`src/hdl/mh_pkg.sv`:
```
`default_nettype none
// ----------------------------------------------------------------------------
// Magnetometer heading package
// Shared widths, constants, the stage record and the arctangent table.
// ----------------------------------------------------------------------------
package mh_pkg;

  localparam int unsigned CordicSteps = 16;
  localparam int unsigned AtanLen     = 24;
  localparam int unsigned CordicIters = (CordicSteps > AtanLen) ? AtanLen : CordicSteps;

  localparam int unsigned VecW  = 27;
  localparam int unsigned AngW  = 32;
  localparam int unsigned ProdW = 48;
  localparam int unsigned HeadW = 16;
  localparam int unsigned DiffW = 18;

  localparam logic [HeadW-1:0]        FullTurn   = 16'd46080;
  localparam logic signed [HeadW-1:0] DeclReset  = 16'sd335;
  localparam logic [AngW-1:0]         QuarterPos = 32'h4000_0000;
  localparam logic [AngW-1:0]         QuarterNeg = 32'hC000_0000;
  localparam logic [ProdW-1:0]        RoundHalf  = 48'h0000_8000_0000;

  typedef struct packed {
    logic                   zero;
    logic signed [VecW-1:0] x;
    logic signed [VecW-1:0] y;
    logic [AngW-1:0]        z;
  } vec_t;

  function automatic logic [AngW-1:0] atan_lookup(input logic [4:0] idx);
    logic [AngW-1:0] val;
    case (idx)
      5'd0:    val = 32'd536870912;
      5'd1:    val = 32'd316933406;
      5'd2:    val = 32'd167458907;
      5'd3:    val = 32'd85004756;
      5'd4:    val = 32'd42667331;
      5'd5:    val = 32'd21354465;
      5'd6:    val = 32'd10680862;
      5'd7:    val = 32'd5340245;
      5'd8:    val = 32'd2670163;
      5'd9:    val = 32'd1335087;
      5'd10:   val = 32'd667544;
      5'd11:   val = 32'd333772;
      5'd12:   val = 32'd166886;
      5'd13:   val = 32'd83443;
      5'd14:   val = 32'd41721;
      5'd15:   val = 32'd20860;
      5'd16:   val = 32'd10430;
      5'd17:   val = 32'd5215;
      5'd18:   val = 32'd2607;
      5'd19:   val = 32'd1303;
      5'd20:   val = 32'd651;
      5'd21:   val = 32'd325;
      5'd22:   val = 32'd162;
      5'd23:   val = 32'd81;
      default: val = '0;
    endcase
    return val;
  endfunction

endpackage
`default_nettype wire

```
`src/hdl/mh_prerotate.sv`:
```
`default_nettype none
// ----------------------------------------------------------------------------
// Magnetometer heading input stage
// Folds the vector into the right half plane and scales it for the CORDIC.
// ----------------------------------------------------------------------------
module mh_prerotate (
  input  wire logic               clk_i,
  input  wire logic               rst_ni,
  input  wire logic               adv_i,
  input  wire logic               valid_i,
  input  wire logic signed [15:0] x_i,
  input  wire logic signed [15:0] y_i,
  output mh_pkg::vec_t            vec_o,
  output logic                    valid_o
);

  logic signed [16:0]         xe, ye, xr, yr;
  logic signed [mh_pkg::VecW-1:0] xw, yw;
  mh_pkg::vec_t               vec_d, vec_q;
  logic                       valid_q;

  always_comb begin
    xe = {x_i[15], x_i};
    ye = {y_i[15], y_i};
    vec_d.zero = (xe == 17'sd0) && (ye == 17'sd0);
    if (xe[16]) begin
      if (!ye[16]) begin
        xr = ye;
        yr = -xe;
        vec_d.z = mh_pkg::QuarterPos;
      end else begin
        xr = -ye;
        yr = xe;
        vec_d.z = mh_pkg::QuarterNeg;
      end
    end else begin
      xr = xe;
      yr = ye;
      vec_d.z = '0;
    end
    xw = mh_pkg::VecW'(xr);
    yw = mh_pkg::VecW'(yr);
    vec_d.x = xw <<< 8;
    vec_d.y = yw <<< 8;
  end

  always_ff @(posedge clk_i or negedge rst_ni) begin
    if (!rst_ni) begin
      valid_q <= 1'b0;
    end else if (adv_i) begin
      valid_q <= valid_i;
    end
  end

  always_ff @(posedge clk_i) begin
    if (adv_i && valid_i) begin
      vec_q <= vec_d;
    end
  end

  assign vec_o   = vec_q;
  assign valid_o = valid_q;

endmodule
`default_nettype wire

```
`src/hdl/mh_cordic.sv`:
```
`default_nettype none
// ----------------------------------------------------------------------------
// Magnetometer heading CORDIC pipeline
// Vectoring CORDIC with one registered micro-rotation per stage.
// ----------------------------------------------------------------------------
module mh_cordic (
  input  wire logic         clk_i,
  input  wire logic         rst_ni,
  input  wire logic         adv_i,
  input  wire logic         valid_i,
  input  wire mh_pkg::vec_t vec_i,
  output mh_pkg::vec_t      vec_o,
  output logic              valid_o
);

  logic         vld [mh_pkg::CordicIters+1];
  mh_pkg::vec_t stg [mh_pkg::CordicIters+1];

  assign vld[0] = valid_i;
  assign stg[0] = vec_i;

  for (genvar i = 0; i < mh_pkg::CordicIters; i++) begin : g_step
    logic signed [mh_pkg::VecW-1:0] xs, ys;
    mh_pkg::vec_t                   nxt;

    always_comb begin
      xs = stg[i].x >>> i;
      ys = stg[i].y >>> i;
      nxt.zero = stg[i].zero;
      if (!stg[i].y[mh_pkg::VecW-1]) begin
        nxt.x = stg[i].x + ys;
        nxt.y = stg[i].y - xs;
        nxt.z = stg[i].z + mh_pkg::atan_lookup(5'(i));
      end else begin
        nxt.x = stg[i].x - ys;
        nxt.y = stg[i].y + xs;
        nxt.z = stg[i].z - mh_pkg::atan_lookup(5'(i));
      end
    end

    always_ff @(posedge clk_i or negedge rst_ni) begin
      if (!rst_ni) begin
        vld[i+1] <= 1'b0;
      end else if (adv_i) begin
        vld[i+1] <= vld[i];
      end
    end

    always_ff @(posedge clk_i) begin
      if (adv_i && vld[i]) begin
        stg[i+1] <= nxt;
      end
    end
  end

  assign vec_o   = stg[mh_pkg::CordicIters];
  assign valid_o = vld[mh_pkg::CordicIters];

endmodule
`default_nettype wire

```
`src/hdl/mh_scale.sv`:
```
`default_nettype none
// ----------------------------------------------------------------------------
// Magnetometer heading output scaling
// Converts the binary angle to 1/128 degree, applies declination and wraps.
// ----------------------------------------------------------------------------
module mh_scale (
  input  wire logic                       clk_i,
  input  wire logic                       rst_ni,
  input  wire logic                       adv_i,
  input  wire logic                       valid_i,
  input  wire logic [mh_pkg::AngW-1:0]    angle_i,
  input  wire logic signed [15:0]         decl_i,
  output logic [mh_pkg::HeadW-1:0]        heading_o,
  output logic                            valid_o
);

  logic [mh_pkg::ProdW-1:0]        prod_q, sum;
  logic [mh_pkg::HeadW-1:0]        raw;
  logic signed [mh_pkg::DiffW-1:0] diff_d, diff_q, turn;
  logic [mh_pkg::HeadW-1:0]        heading_d, heading_q;
  logic                            va_q, vb_q, vc_q;

  always_comb begin
    sum = prod_q + mh_pkg::RoundHalf;
    raw = sum[mh_pkg::ProdW-1:mh_pkg::ProdW-mh_pkg::HeadW];
    if (raw == mh_pkg::FullTurn) begin
      raw = '0;
    end
    diff_d = $signed({2'b00, raw}) - mh_pkg::DiffW'(decl_i);
  end

  always_comb begin
    turn = $signed({2'b00, mh_pkg::FullTurn});
    if (diff_q[mh_pkg::DiffW-1]) begin
      heading_d = mh_pkg::HeadW'(diff_q + turn);
    end else if (diff_q >= turn) begin
      heading_d = mh_pkg::HeadW'(diff_q - turn);
    end else begin
      heading_d = mh_pkg::HeadW'(diff_q);
    end
  end

  always_ff @(posedge clk_i or negedge rst_ni) begin
    if (!rst_ni) begin
      va_q <= 1'b0;
      vb_q <= 1'b0;
      vc_q <= 1'b0;
    end else if (adv_i) begin
      va_q <= valid_i;
      vb_q <= va_q;
      vc_q <= vb_q;
    end
  end

  always_ff @(posedge clk_i) begin
    if (adv_i && valid_i) begin
      prod_q <= mh_pkg::ProdW'(angle_i) * mh_pkg::ProdW'(mh_pkg::FullTurn);
    end
    if (adv_i && va_q) begin
      diff_q <= diff_d;
    end
    if (adv_i && vb_q) begin
      heading_q <= heading_d;
    end
  end

  assign heading_o = heading_q;
  assign valid_o   = vc_q;

endmodule
`default_nettype wire

```
`src/hdl/magnetometer_heading.sv`:
```
`default_nettype none
// ----------------------------------------------------------------------------
// Magnetometer heading
// Compass heading in 1/128 degree from one X/Y magnetometer sample.
// ----------------------------------------------------------------------------
// The block accepts one sample request per clock while the output is not
// stalled and returns one heading per sample, in order, through one input
// fold stage, one stage per CORDIC micro-rotation, then a multiply stage, a
// declination stage and the output register. A stall on the output freezes
// the whole pipeline, so the input stalls in the same cycle. The declination
// register should be written only while no request is in flight.
module magnetometer_heading (
  input  wire logic               clk_i,
  input  wire logic               rst_ni,
  input  wire logic               in_valid_i,
  output logic                    in_stall_o,
  input  wire logic signed [15:0] x_count_i,
  input  wire logic signed [15:0] y_count_i,
  output logic                    out_valid_o,
  input  wire logic               out_stall_i,
  output logic [15:0]             heading_o,
  input  wire logic               cfg_we_i,
  input  wire logic signed [15:0] cfg_data_i
);

  logic                      adv;
  logic signed [15:0]        decl_q;
  mh_pkg::vec_t              pre_vec, cor_vec;
  logic                      pre_valid, cor_valid;
  logic [mh_pkg::AngW-1:0]   angle;

  assign adv        = !(out_valid_o && out_stall_i);
  assign in_stall_o = !adv;

  always_ff @(posedge clk_i or negedge rst_ni) begin
    if (!rst_ni) begin
      decl_q <= mh_pkg::DeclReset;
    end else if (cfg_we_i) begin
      decl_q <= cfg_data_i;
    end
  end

  mh_prerotate u_pre (
    .clk_i   (clk_i),
    .rst_ni  (rst_ni),
    .adv_i   (adv),
    .valid_i (in_valid_i),
    .x_i     (x_count_i),
    .y_i     (y_count_i),
    .vec_o   (pre_vec),
    .valid_o (pre_valid)
  );

  mh_cordic u_cordic (
    .clk_i   (clk_i),
    .rst_ni  (rst_ni),
    .adv_i   (adv),
    .valid_i (pre_valid),
    .vec_i   (pre_vec),
    .vec_o   (cor_vec),
    .valid_o (cor_valid)
  );

  assign angle = cor_vec.zero ? '0 : cor_vec.z;

  mh_scale u_scale (
    .clk_i     (clk_i),
    .rst_ni    (rst_ni),
    .adv_i     (adv),
    .valid_i   (cor_valid),
    .angle_i   (angle),
    .decl_i    (decl_q),
    .heading_o (heading_o),
    .valid_o   (out_valid_o)
  );

  a_heading_range : assert property (@(posedge clk_i) disable iff (!rst_ni)
    out_valid_o |-> (heading_o < mh_pkg::FullTurn))
    else $error("Heading is outside one full turn.");

  a_accept_enters : assert property (@(posedge clk_i) disable iff (!rst_ni)
    (in_valid_i && !in_stall_o) |=> pre_valid)
    else $error("Accepted request did not enter the pipeline.");

  a_zero_flag : assert property (@(posedge clk_i) disable iff (!rst_ni)
    (in_valid_i && !in_stall_o && (x_count_i == 16'sd0) && (y_count_i == 16'sd0))
      |=> pre_vec.zero)
    else $error("Zero vector was not flagged.");

endmodule
`default_nettype wire
```
`config.mk`:
```
export PLATFORM = sky130hd
export DESIGN_NAME = magnetometer_heading
export DESIGN_NICKNAME = d
export VERILOG_FILES = /design/src/hdl/mh_pkg.sv /design/src/hdl/mh_prerotate.sv /design/src/hdl/mh_cordic.sv /design/src/hdl/mh_scale.sv /design/src/hdl/magnetometer_heading.sv
export SDC_FILE = /design/constraint.sdc
export NUM_CORES = 2
export LEC_CHECK = 0
export ABC_AREA = 0
export BUFFER_PORTS_ARGS = -buffer_cell sky130_fd_sc_hd__buf_2
export CAP_MARGIN = 25
export CORE_ASPECT_RATIO = 0.7
export CORE_MARGIN = 1.5
export CORE_UTILIZATION = 40
export CTS_BUF_LIST = sky130_fd_sc_hd__clkbuf_8
export CTS_CLUSTER_SIZE = 25
export DETAILED_ROUTE_END_ITERATION = 7
export HOLD_SLACK_MARGIN = 0.1
export SLEW_MARGIN = 5
export SYNTH_ARGS = -nofsm -noshare
export SYNTH_HDL_FRONTEND = slang
export SYNTH_SLANG_ARGS = --single-unit
```
`constraint.sdc`:
```
create_clock -name clk_i -period 7.6 [get_ports clk_i]
set_input_delay 0.38 -clock clk_i [delete_from_list [all_inputs] [get_ports clk_i]]
set_output_delay 0.38 -clock clk_i [all_outputs]
set_load 0.01 [all_outputs]
```
# After elaboration in Yosys (flattened, before gate mapping)
# Index checks and enable logic that the tools add are counted.
# W data, S select, Z words.
# totals
word_cells	241
in_bits	53
reg_bits	1486
output_inout_bits	18
# classes
muxes	25
eq_ne	1
magnitude_cmp	1
multipliers	1
n_reduce_logical	26
n_addsub	97
# ops
operator	count
$mux W86	15
$mux W32	3
$mux W17	4
$add A27 B13 Y27	2
$add A27 B14 Y27	2
$add A27 B15 Y27	2
$add A27 B16 Y27	2
$add A27 B17 Y27	2
$add A27 B18 Y27	2
$add A27 B19 Y27	2
$add A27 B20 Y27	2
$add A27 B21 Y27	2
$add A27 B22 Y27	2
$add A27 B23 Y27	2
$add A27 B24 Y27	2
$add A27 B25 Y27	2
$add A27 B26 Y27	2
$sub A27 B13 Y27	2
$sub A27 B14 Y27	2
$sub A27 B15 Y27	2
$sub A27 B16 Y27	2
$sub A27 B17 Y27	2
$sub A27 B18 Y27	2
$sub A27 B19 Y27	2
54 further kinds	87

# Logic depth before layout (Yosys ltp)
# logic_depth
depth_word	4
ltp_mapped	20
depth_no_buf	20

# Hierarchy
# Synthesis repeated with hierarchy kept, for this count alone.
# hier_totals
hier_cells	13419
area_unflattened_um2	128883.6
# by_module_without_submodules
mod	area_each_um2	n_inst	seq_area_each_um2	cells_each
mh_cordic	118248.4	1	42170.4	12319
mh_scale	7076.8	1	1606.5	764
mh_prerotate	2657.5	1	1136.1	265
magnetometer_heading	900.9	1	407.9	71

# Worst setup path after synthesis
# Ideal clock, no wire load.
# synth_timing
kind	flip-flop to flip-flop
startpoint	reg u_cordic.stg, in the netlist u_cordic.vec_o[86]
endpoint	reg u_scale.prod_q[46] (netlist name) (data pin)
t_required_ns	7.338
slack_ns	2.884
path_stages_with_launch	19
arrival_ns	4.454
setup_ns	0.262
synth_period_minus_slack_ns	4.716
n_path_buf	1
cell_sequence	edfxtp_1 -> clkbuf_1 -> nor2b_1 -> ha_1 -> inv_1 -> fa_1 -> inv_1 -> fa_1 -> ha_1 -> o21ai_0 -> a21oi_1 -> o41a_1 -> o211ai_1 -> a311oi_1 -> a41o_1 -> o41a_1 -> a211oi_1 -> o21bai_1 -> xor2_1
# synth_via
elab_chain_len	2
# synth_rtl
element	line	rtl
start: declaration	mh_cordic.sv:17	mh_pkg::vec_t stg [mh_pkg::CordicIters+1];
start signal: indexed assignment	mh_cordic.sv:51	stg[i+1] <= nxt;
$mux W32	magnetometer_heading.sv:64	assign angle = cor_vec.zero ? '0 : cor_vec.z;
$mul A32 B6 Y38	mh_scale.sv:57	prod_q <= mh_pkg::ProdW'(angle_i) * mh_pkg::ProdW'(mh_pkg::FullTurn);
end signal: assignment	mh_scale.sv:57	
end: declaration	mh_scale.sv:17	logic [mh_pkg::ProdW-1:0] prod_q, sum;
# No other way between the ends.
# A chain may end at the register's enable or synchronous reset.

# Worst setup path after layout
# layout_timing
startpoint	reg u_cordic.stg, in the netlist u_cordic.vec_o[86]
endpoint	reg u_scale.prod_q[47] (netlist name) (data pin)
# The elaborated chain is that of the path after synthesis.

==> results.txt <==
hold path startpoint: x_count_i[15]
DIE WIDTH: 615.4 um
clock sink count: 1272
WP data arrival: 5990 ps
dpl hpwl: 215000 um
Initial Util: 40.19%
Fill cells: 24860
clk buf depth: 4
status: complete, no violations
commonest non-fill, non-tap cell in the layout: edfxtp_1
Placed Area: 109500 um^2
Max Cap Violations: 0
RSZ-0062 raised after global routing: no
fin crit share: 69.75%
GP Congestion: 0.9229
DR vias: 81960
clock skew: 64.65 ps
Cells after Synth: 10810
final slew viol count: 0
Mapped Avg Cell Area: 9.715 um^2
Period minus WS final: 5301 ps
most frequent cells in the layout: edfxtp_1, ha_1, a21oi_1
Core ar.: 261300 um^2
vias in the first global route: 77530
number of antenna violations at the first check in global routing: 4
Min-Delay Path Class: primary input to register
antenna-violating nets left: 0
total negative slack: 0 ps
Worst Setup End Kind: register
crit path max fanout: 19
register area share after synthesis: 36.21%
Clk Latency, worst-skew pair: 990 ps
Worst Path Required: 8290 ps
die area: 265600 um^2
critical setup path kind: register to register
largest net degree at the start of global routing: 76
slew margin rel.: 33.43%
setup violators final: 0
Cell Rows: 157
clock transition at the registers of the reported paths: 70 ps
Worst Hold End: u_pre.vec_o[30]
Synth async-reset ratio: 2.830%
Worst Max-Slew Pin Slew: 998.6 ps
Resize count post-CTS: 0
reg-to-reg endpoint: u_scale.prod_q[47]
ys flop type: edfxtp_1
FF-to-FF setup slack: 2300 ps
post-layout util: 44.01%
path depth of the worst reg2reg path: 18
initial drt markers: 6372
GRT Resource Usage Total: 19.98%
DRC violations left: 0
Layout Nets: 12450
CTS buffer count: 213
RR Startpoint: u_cordic.vec_o[86]
Synth Register Bits: 1272
number of flops mapped to enable cells by yosys: 1236
Synth Cell Area: 105000 um^2
I/O pins: 71
Synth warnings: 0
CTS tree: done
Avg WL per Cell: 18.62 um
port bufs: 70
htree depth: 4
layout cells sized above 1: 5.112%
CTS Root Cell: clkbuf_8
Netlist cell types: 88
Total Wirelength: 274600 um
1st-pass router iterations: 6
post-DR vias/cell: 5.557
Post-Syn Nets: 12180
final hold violations: 0
f_max: 188.7 MHz
WHS Path Cells: 2
die height: 431.7 um
gr ovfl total: 0
first-pass GRT wire length: 430800 um
area delta synth->final: 9.509%
final instance area: 115000 um^2
startpoint types: register
worst max-delay path, cell delays in order, from the launching register on:
cell and delay (ps):
edfxtp_1 590, buf_4 290, nor2b_1 230, ha_1 270, inv_1 130, fa_1 460, fa_1 530, inv_1 40
ha_1 320, and4_1 240, o2bb2ai_1 130, a31o_2 230, nor2_1 120, a311oi_1 150, a41o_1 310, o41a_1 380
a21oi_1 290, o21ai_0 170, xor2_1 160
cells in the mapped netlist (all sizes together) (28+ instances only):
| cell type | instances | area share, % |
|---|---|---|
| fa | 91 | 1.7 |
| o211ai | 35 | 0.25 |
| nor3 | 298 | 1.4 |
| nor3b | 33 | 0.24 |
| and2 | 81 | 0.48 |
| a31oi | 135 | 0.80 |
| nand2 | 551 | 2.0 |
| buf | 34 | 0.13 |
| o21ai | 456 | 2.2 |
| nand2b | 146 | 0.87 |
| nor2b | 183 | 1.1 |
| nand3 | 181 | 0.86 |
| dfrtp | 30 | 0.71 |
| or3 | 81 | 0.48 |
| edfxtp | 1236 | 35 |
| o21a | 146 | 1.0 |
| xor2 | 503 | 4.2 |
| o41ai | 33 | 0.28 |
| or2 | 34 | 0.20 |
| o31ai | 56 | 0.40 |
| a21boi | 38 | 0.27 |
| ha | 1227 | 15 |
| a211o | 32 | 0.27 |
| a2111oi | 30 | 0.27 |
| a211oi | 78 | 0.56 |
| mux2 | 39 | 0.42 |
| nor4 | 74 | 0.44 |
| inv | 586 | 2.1 |
| nor2 | 954 | 3.4 |
| xnor2 | 963 | 8.0 |
| o21bai | 170 | 1.2 |
| clkbuf | 148 | 0.53 |
| and3 | 133 | 0.79 |
| mux2i | 28 | 0.27 |
| a21oi | 1015 | 4.8 |
| nand4 | 80 | 0.48 |
| a21o | 528 | 3.8 |
worst max-delay path by stage:
stage               depth (start not counted)          startpoint                  to
floorplan                                  18  u_cordic.vec_o[86]  u_scale.prod_q[46]
detailed placement                         18  u_cordic.vec_o[86]  u_scale.prod_q[47]
global route                               17  u_cordic.vec_o[86]  u_scale.prod_q[46]
CTS                                        18  u_cordic.vec_o[86]  u_scale.prod_q[47]
finish                                     18  u_cordic.vec_o[86]  u_scale.prod_q[47]
global placement                           17  u_cordic.vec_o[86]  u_scale.prod_q[47]
registers in the layout (all words and copies together) (netlist names), 15 cells and up:
register	cells
u_cordic.vld	15
u_cordic.g_step.nxt	15
u_scale.prod_q	17
u_pre.vec_o	37
u_cordic.stg	587
decl_q	16
u_scale.heading_o	16
u_cordic.vec_o	32
u_cordic.g_step.ys	259
u_cordic.g_step.xs	255
u_scale.diff_q	18
per-layer routing:
metal	part of all wire, %	GRT usage [%]
met1	52	31.41
met2	40	28.83
met3	6.2	2.975
met4	1.4	3.495
met5	0	0
cells by family (layout without fill, tap and decap cells):
kind of cell / count (synthesis) / in the layout / share of synthesized area (%)
compound gates: 2986 / 2986 / 18.24
simple gates: 2926 / 2926 / 13.50
xor+xnor: 1466 / 1466 / 12.23
fa+ha+maj: 1318 / 1318 / 16.36
flops: 1272 / 1272 / 36.21
buf+inv: 773 / 1213 / 2.772
mux: 67 / 67 / 0.6852
other cells: 0 / 3 / 0
area by class of cell:
| type | count | area [um^2] | area share (%) |
|---|---|---|---|
| Clock inverter | 167 | 1331 | 1.158 |
| Tap cell | 3498 | 4377 | 3.806 |
| Multi-Input combinational cell | 8763 | 64110 | 55.76 |
| Antenna cell | 3 | 7.507 | 0.006529 |
| Timing Repair Buffer | 239 | 1942 | 1.689 |
| Clock buffer | 216 | 2973 | 2.585 |
| Inverter | 591 | 2218 | 1.929 |
| Sequential cell | 1272 | 38020 | 33.07 |
repair_timing:
item                                    CTS  global route
endpoints found under the hold margin    89             0
buffers inserted                          0             0
hold buffers                            109             0
endpoints found under the setup margin    0             0
stage by stage:
stage	std cells	hold WS, ps	setup WS [ps]
after floorplan	10810	84.41	2884
after global placement	14250	401.8	2177
after detailed placement	14250	404.5	2291
after CTS	14740	177.7	2272
after global routing	14750	169.4	1946
final	14750	224.5	2299
Power is not shown: default switching activity piles up to over one toggle a cycle in this logic, so the estimate is an artifact.
